### src/sha1hc_pkg.sv
// Shared types and constants for the SHA-1 hash core.
package sha1hc_pkg;

	typedef logic [31:0] word_t;
	typedef logic [6:0]  round_idx_t;

	// Working variables a through e of the compression rounds.
	typedef struct packed {
		word_t a;
		word_t b;
		word_t c;
		word_t d;
		word_t e;
	} work_t;

	localparam round_idx_t LAST_ROUND = 7'd79;

	localparam word_t IV0 = 32'h67452301;
	localparam word_t IV1 = 32'hEFCDAB89;
	localparam word_t IV2 = 32'h98BADCFE;
	localparam word_t IV3 = 32'h10325476;
	localparam word_t IV4 = 32'hC3D2E1F0;

	localparam word_t K0 = 32'h5A827999;
	localparam word_t K1 = 32'h6ED9EBA1;
	localparam word_t K2 = 32'h8F1BBCDC;
	localparam word_t K3 = 32'hCA62C1D6;

	localparam word_t PAD_WORD = 32'h80000000;

endpackage

### src/sha1_hash_core.sv
// SHA-1 hash core: message words in, five digest words out.
//
// Input channel s_axis: one big-endian message word per transfer, first byte
// in bits 31:24. tuser carries the count of valid bytes, which matters only on
// the word marked by tlast; a count above four is taken as four.
// Output channel m_axis: after a last word, five transfers carry h0..h4, with
// the word index in tuser and tlast on h4.
//
// Flow: a word is taken whenever the block is idle. Every sixteenth word starts
// a block compression on the single shared round unit: the rounds, then a fold
// into the chaining words, during which s_axis_tready is low and no new word is
// taken. After the last word, the padding words are pushed one after another
// and the padding needs one or two compressions, then the digest is presented.
// The block takes no input while the digest is pending; if the receiver
// stalls, the current digest word is held until taken. After h4 is taken the
// chaining words, word count and bit length return to their initial values.
// Reset puts the block idle and ready with the initial chaining values.
module sha1_hash_core (
	input  logic        clk,
	input  logic        arst_n,
	input  logic        s_axis_tvalid,
	output logic        s_axis_tready,
	input  logic [31:0] s_axis_tdata,   // [31:0] data_word
	input  logic [2:0]  s_axis_tuser,   // [2:0] bytes_valid
	input  logic        s_axis_tlast,
	output logic        m_axis_tvalid,
	input  logic        m_axis_tready,
	output logic [31:0] m_axis_tdata,   // [31:0] digest_word
	output logic [2:0]  m_axis_tuser,   // [2:0] word_index
	output logic        m_axis_tlast
);

	typedef enum logic [2:0] {
		ST_IDLE,
		ST_ROUND,
		ST_FINAL,
		ST_PAD,
		ST_OUT
	} state_t;

	state_t                 state_q;
	sha1hc_pkg::word_t      chain_q [5];
	sha1hc_pkg::word_t      sched_q [16];
	sha1hc_pkg::work_t      work_q;
	sha1hc_pkg::work_t      work_nxt;
	sha1hc_pkg::round_idx_t rnd_q;
	logic [3:0]             count_q;
	logic [63:0]            len_q;
	logic                   fin_q;
	logic                   pad80_q;
	logic                   len_done_q;
	logic [2:0]             out_idx_q;

	logic                   s_fire;
	logic                   m_fire;
	logic [2:0]             nbytes;
	logic [31:0]            keep_mask;
	logic [31:0]            pad_bit;
	logic                   shift_en;
	sha1hc_pkg::word_t      shift_in;
	sha1hc_pkg::word_t      sched_new;
	logic [63:0]            len_inc;

	assign s_axis_tready = (state_q == ST_IDLE);
	assign m_axis_tvalid = (state_q == ST_OUT);
	assign s_fire        = s_axis_tvalid && s_axis_tready;
	assign m_fire        = m_axis_tvalid && m_axis_tready;
	assign m_axis_tdata  = chain_q[out_idx_q];
	assign m_axis_tuser  = out_idx_q;
	assign m_axis_tlast  = (out_idx_q == 3'd4);

	assign nbytes  = (s_axis_tuser > 3'd4) ? 3'd4 : s_axis_tuser;
	assign len_inc = s_axis_tlast ? {58'd0, nbytes, 3'b000} : 64'd32;

	always_comb begin
		case (nbytes[1:0])
			2'd0: begin
				keep_mask = 32'h00000000;
				pad_bit   = 32'h80000000;
			end
			2'd1: begin
				keep_mask = 32'hFF000000;
				pad_bit   = 32'h00800000;
			end
			2'd2: begin
				keep_mask = 32'hFFFF0000;
				pad_bit   = 32'h00008000;
			end
			default: begin
				keep_mask = 32'hFFFFFF00;
				pad_bit   = 32'h00000080;
			end
		endcase
	end

	// Next schedule word: w[t+16] = rotl1(w[t+13] ^ w[t+8] ^ w[t+2] ^ w[t]).
	always_comb begin
		sched_new = sched_q[13] ^ sched_q[8] ^ sched_q[2] ^ sched_q[0];
		sched_new = {sched_new[30:0], sched_new[31]};
	end

	// The schedule shifts once per pushed word and once per round.
	always_comb begin
		shift_en = 1'b0;
		shift_in = sched_new;
		case (state_q)
			ST_IDLE: begin
				shift_en = s_fire;
				if (!s_axis_tlast || nbytes == 3'd4) begin
					shift_in = s_axis_tdata;
				end else begin
					shift_in = (s_axis_tdata & keep_mask) | pad_bit;
				end
			end
			ST_PAD: begin
				shift_en = 1'b1;
				if (pad80_q) begin
					shift_in = sha1hc_pkg::PAD_WORD;
				end else if (count_q == 4'd14) begin
					shift_in = len_q[63:32];
				end else if (count_q == 4'd15) begin
					// The low length word follows only if the high one went in at slot 14.
					shift_in = len_done_q ? len_q[31:0] : '0;
				end else begin
					shift_in = '0;
				end
			end
			ST_ROUND: begin
				shift_en = 1'b1;
			end
			default: begin
				shift_en = 1'b0;
			end
		endcase
	end

	always_ff @(posedge clk) begin
		if (shift_en) begin
			for (int i = 0; i < 15; i++) begin
				sched_q[i] <= sched_q[i + 1];
			end
			sched_q[15] <= shift_in;
		end
	end

	sha1hc_round u_round (
		.cur (work_q),
		.rnd (rnd_q),
		.w   (sched_q[0]),
		.nxt (work_nxt)
	);

	always_ff @(posedge clk) begin
		if (state_q == ST_ROUND) begin
			work_q <= work_nxt;
		end else begin
			work_q <= '{a: chain_q[0], b: chain_q[1], c: chain_q[2],
				d: chain_q[3], e: chain_q[4]};
		end
	end

	always_ff @(posedge clk or negedge arst_n) begin
		if (!arst_n) begin
			state_q    <= ST_IDLE;
			chain_q[0] <= sha1hc_pkg::IV0;
			chain_q[1] <= sha1hc_pkg::IV1;
			chain_q[2] <= sha1hc_pkg::IV2;
			chain_q[3] <= sha1hc_pkg::IV3;
			chain_q[4] <= sha1hc_pkg::IV4;
			rnd_q      <= '0;
			count_q    <= '0;
			len_q      <= '0;
			fin_q      <= 1'b0;
			pad80_q    <= 1'b0;
			len_done_q <= 1'b0;
			out_idx_q  <= '0;
		end else begin
			case (state_q)
				ST_IDLE: begin
					rnd_q <= '0;
					if (s_fire) begin
						len_q   <= len_q + len_inc;
						count_q <= count_q + 4'd1;
						if (s_axis_tlast) begin
							fin_q   <= 1'b1;
							pad80_q <= (nbytes == 3'd4);
						end
						if (count_q == 4'd15) begin
							state_q <= ST_ROUND;
						end else if (s_axis_tlast) begin
							state_q <= ST_PAD;
						end
					end
				end
				ST_PAD: begin
					rnd_q   <= '0;
					count_q <= count_q + 4'd1;
					if (pad80_q) begin
						pad80_q <= 1'b0;
					end else if (count_q == 4'd14) begin
						len_done_q <= 1'b1;
					end
					if (count_q == 4'd15) begin
						state_q <= ST_ROUND;
					end
				end
				ST_ROUND: begin
					rnd_q <= rnd_q + 7'd1;
					if (rnd_q == sha1hc_pkg::LAST_ROUND) begin
						state_q <= ST_FINAL;
					end
				end
				ST_FINAL: begin
					chain_q[0] <= chain_q[0] + work_q.a;
					chain_q[1] <= chain_q[1] + work_q.b;
					chain_q[2] <= chain_q[2] + work_q.c;
					chain_q[3] <= chain_q[3] + work_q.d;
					chain_q[4] <= chain_q[4] + work_q.e;
					if (len_done_q) begin
						state_q <= ST_OUT;
					end else if (fin_q) begin
						state_q <= ST_PAD;
					end else begin
						state_q <= ST_IDLE;
					end
				end
				ST_OUT: begin
					if (m_fire) begin
						if (out_idx_q == 3'd4) begin
							chain_q[0] <= sha1hc_pkg::IV0;
							chain_q[1] <= sha1hc_pkg::IV1;
							chain_q[2] <= sha1hc_pkg::IV2;
							chain_q[3] <= sha1hc_pkg::IV3;
							chain_q[4] <= sha1hc_pkg::IV4;
							count_q    <= '0;
							len_q      <= '0;
							fin_q      <= 1'b0;
							pad80_q    <= 1'b0;
							len_done_q <= 1'b0;
							out_idx_q  <= '0;
							state_q    <= ST_IDLE;
						end else begin
							out_idx_q <= out_idx_q + 3'd1;
						end
					end
				end
				default: begin
					state_q <= ST_IDLE;
				end
			endcase
		end
	end

	// Input and output are never open at the same time.
	a_one_side: assert property (@(posedge clk) disable iff (!arst_n)
		!(s_axis_tready && m_axis_tvalid))
		else $error("input ready while digest is pending");

	// A last word never produces a digest in the very next cycle.
	a_last_pads: assert property (@(posedge clk) disable iff (!arst_n)
		s_fire && s_axis_tlast |=> !m_axis_tvalid)
		else $error("digest presented without padding");

	// The fold into the chaining words follows only the final round.
	a_final_after_round: assert property (@(posedge clk) disable iff (!arst_n)
		state_q == ST_FINAL |-> $past(state_q) == ST_ROUND
			&& $past(rnd_q) == sha1hc_pkg::LAST_ROUND)
		else $error("fold without a full set of rounds");

	// The digest is only presented with the whole block count consumed.
	a_out_aligned: assert property (@(posedge clk) disable iff (!arst_n)
		m_axis_tvalid |-> count_q == 4'd0 && len_done_q)
		else $error("digest presented mid-block");

	// Taking h4 re-arms the block for a new message.
	a_rearm: assert property (@(posedge clk) disable iff (!arst_n)
		m_fire && m_axis_tlast |=> s_axis_tready && len_q == 64'd0)
		else $error("block not re-armed after digest");

endmodule

### src/sha1hc_round.sv
// One SHA-1 compression round: round function, constant and the five-way update.
module sha1hc_round (
	input  sha1hc_pkg::work_t      cur,
	input  sha1hc_pkg::round_idx_t rnd,
	input  sha1hc_pkg::word_t      w,
	output sha1hc_pkg::work_t      nxt
);

	sha1hc_pkg::word_t f;
	sha1hc_pkg::word_t k;
	sha1hc_pkg::word_t tmp;

	always_comb begin
		if (rnd < 7'd20) begin
			f = (cur.b & cur.c) | (~cur.b & cur.d);
			k = sha1hc_pkg::K0;
		end else if (rnd < 7'd40) begin
			f = cur.b ^ cur.c ^ cur.d;
			k = sha1hc_pkg::K1;
		end else if (rnd < 7'd60) begin
			f = (cur.b & cur.c) | (cur.b & cur.d) | (cur.c & cur.d);
			k = sha1hc_pkg::K2;
		end else begin
			f = cur.b ^ cur.c ^ cur.d;
			k = sha1hc_pkg::K3;
		end
		tmp = {cur.a[26:0], cur.a[31:27]} + f + cur.e + k + w;
		nxt.a = tmp;
		nxt.b = cur.a;
		nxt.c = {cur.b[1:0], cur.b[31:2]};
		nxt.d = cur.c;
		nxt.e = cur.d;
	end

endmodule
### config.mk
export PLATFORM = sky130hd
export DESIGN_NAME = sha1_hash_core
export DESIGN_NICKNAME = d
export VERILOG_FILES = /design/src/sha1hc_pkg.sv /design/src/sha1_hash_core.sv /design/src/sha1hc_round.sv
export SDC_FILE = /design/constraint.sdc
export NUM_CORES = 2
export LEC_CHECK = 0
export BUFFER_PORTS_ARGS = -buffer_cell sky130_fd_sc_hd__buf_2
export CAP_MARGIN = 20
export CORE_MARGIN = 2
export CORE_UTILIZATION = 60
export CTS_CLUSTER_DIAMETER = 120
export CTS_CLUSTER_SIZE = 24
export DETAILED_ROUTE_END_ITERATION = 10
export PLACE_DENSITY = 0.77
export SYNTH_ARGS = -nofsm -noshare
export SYNTH_HDL_FRONTEND = slang
export SYNTH_HIERARCHICAL = 1
export SYNTH_SLANG_ARGS = --single-unit
### constraint.sdc
create_clock -name clk -period 27.9 [get_ports clk]
set_input_delay 4.185 -clock clk [delete_from_list [all_inputs] [get_ports clk]]
set_output_delay 4.185 -clock clk [all_outputs]
set_load 0.1 [all_outputs]
==> results.txt <==
CP Cell Sequence = buf_4 > inv_1 > nor2_2 > buf_4 > a21oi_1 > o22ai_1 > buf_2
Crit-path most repeated cell = buf_4
H-tree Lvls = 2
Die ar. = 81010 um2
EDFF count, synth = 512
Yosys warnings = 6
Post-synth ARST share = 26.40%
RSZ-0062 raised after global routing = false
Data required time of the worst path = 23.72 ns
Initial DRC Count = 2926
Hold Startpoint = sched_q[1][37]
Drt pass-1 iters = 8
Die height = 284.6 um
Core Util, Final = 63.26%
Post-synth cell types = 99
Final ANT Viol Nets = 0
Final setup viols = 0
Crit path buf inv count = 4
Cells after Synth = 4018
# DRC = 0
Worst-path clk slew = 0.09 ns
Inst Count DP = 4909
HPWL after DPL = 77340 um
Share of the synthesized area in the top cell type = 32.54%
Cts hold-fix bufs = 0
HP Class = reg2reg
Clock Latency Late Sink = 0.64 ns
CTS root buffer = clkbuf_16
Fmax = 124.6 MHz
CORE AREA = 77720 um2
Final worst clock skew = 0.02859 ns
Gpl congestion = 0.9555
# rows = 102
FF+latch count, synth = 913
CTS tree = built
Final min period = 8.023 ns
Share of post-route cells with drive strength above 1 = 11.69%
Largest net degree at the start of global routing = 98
Crit path kind = reg2out
R2r startpoint = rnd_q[4]
Number of post-CTS setup repair buffers = 0
Wire per inst = 21.67 um
Fill count = 5922
Critical Path Fanout Max = 43
Post-synth top flop = edfxtp_1
Slew Viols, Final = 0
Crit path arrival time = 3.84 ns
Average size of a mapped cell = 11.76 um2
Layout area overhead = 4.065%
Outcome = finished, final reports clean
CP startpoint kind = flip-flop
Global-route usage over all layers = 26.56%
Slew headroom = 25.91%
IO Pins = 78
Max-Cap Viols = 0
Largest area contributor in the netlist = edfxtp_1
Post-synth top cells = 512 x edfxtp_1, 283 x nor2_1, 241 x a21oi_1
Mapped Area = 47250 um2
Starting density of the core = 60.79%
CTS sink count = 913
Fin cells = 4992
Grt ovf = 0
Sum Neg Setup Slack = 0 ns
ANT cells = 0
PortBufs = 77
R2R setup slack = 21.87 ns
Final wirelength = 108200 um
Initial antenna violation count = 1
Kind of cell adding the most delay to the critical path = buffers and inverters
Worst slew pin tran = 1.111 ns
Synthesized Nets = 4385
Setup crit end kind = output pin
Worst Setup SP = m_axis_tuser[0]
CTS max path bufs = 3
Fin. Hold Viols = 0
Cts bufs inserted = 44
Register area share after synthesis = 52.30%
Vias = 30337
Global-route wire length before repair = 166900 um
Area contributors post-synth = edfxtp_1 33%, dfrtp_1 8.5%, dfxtp_1 6.8%, fa_1 5.3%, ha_1 5.3%
NumNets Final = 4284
Slowest stage delay, CP = 0.70 ns
Final critical-path share of the clock period = 28.76%
Count of cells resized by post-cts repair = 0
Vias in the first global route = 29360
Die Wd = 284.6 um
Drt via density = 6.077
Top-count cell post-synth = edfxtp_1
Slowest stage cell, crit path = dfrtp_4
## worst paths after layout
check | endpoint | depth (start not counted)
max in group asynchronous | chain_q[155] | 3
worst min-delay path | sched_q[1][5] | 0
worst max-delay path | m_axis_tdata[23] | 7
worst max register to register | work_q[157] | 21
min in group asynchronous | chain_q[32] | 1
worst min register to register | sched_q[1][5] | 0
## routing by layer
layer | global-route usage (%) | vias up | wire (um)
met3 | 2.921 | 163 | 7022
met2 | 41.19 | 1034 | 49020
met4 | 8.724 | 2 | 3499
met1 | 39.29 | 15044 | 48630
met5 | 0 | - | 13
li1 | - | 14094 | -
## state kept, by name, summed over array words and instances, names as in the netlist
| register | cells |
|---|---|
| len_q | 61 |
| pad80_q | 1 |
| len_done_q | 1 |
| chain_q | 160 |
| fin_q | 1 |
| m_axis_tuser | 3 |
| count_q | 4 |
| rnd_q | 7 |
| sched_q | 512 |
| work_q | 160 |
| state_q | 3 |
## cell usage in the layout (no fill, tap or decap), drive strengths merged, types with 33 or more instances in the layout
master	n
fa	126
nand4	33
nor3	56
a21oi	246
o22ai	46
a21o	114
dfxtp	160
nand2	230
clkbuf	77
ha	201
edfxtp	512
dfrtp	161
nor2	283
buf	112
xor2	142
mux2i	95
nand3	115
inv	227
dfstp	80
o21ai	198
and3	36
xnor2	174
mux2	168
## cells by family after synthesis
logic type	Yosys count	synth area share (%)
mux	264	6.064
xor+xnor	316	5.858
buf+inv	484	4.881
flops	913	52.30
simple gates	862	8.466
fa+ha+maj	327	10.66
compound gates	852	11.77
## stage by stage
stage | hold slack [ns] | area (um2) | setup WS, ns
3_5_place_dp | 0.4045 | 47810 | 19.65
6_report | 0.4178 | 49170 | 19.88
2_1_floorplan | 0.4003 | 47250 | 1.078
3_3_place_gp | 0.4001 | 47810 | 19.78
5_1_grt | 0.4163 | 49170 | 19.84
4_1_cts | 0.4146 | 49110 | 19.90
## final cells by class
class,instances,area (um2),share of cell area (%)
clock buffers,77,1225,2.491
clock inverters,4,78.83,0.1603
inverters,225,844.6,1.718
multi-input cells,2621,20310,41.30
flip-flops and latches,913,24710,50.26
well taps,1040,1301,2.647
repair buffers,112,698.2,1.420
Power is left out: the tool's default activity adds up to more than one toggle a clock period on the data nets, which glitch-free logic cannot reach.
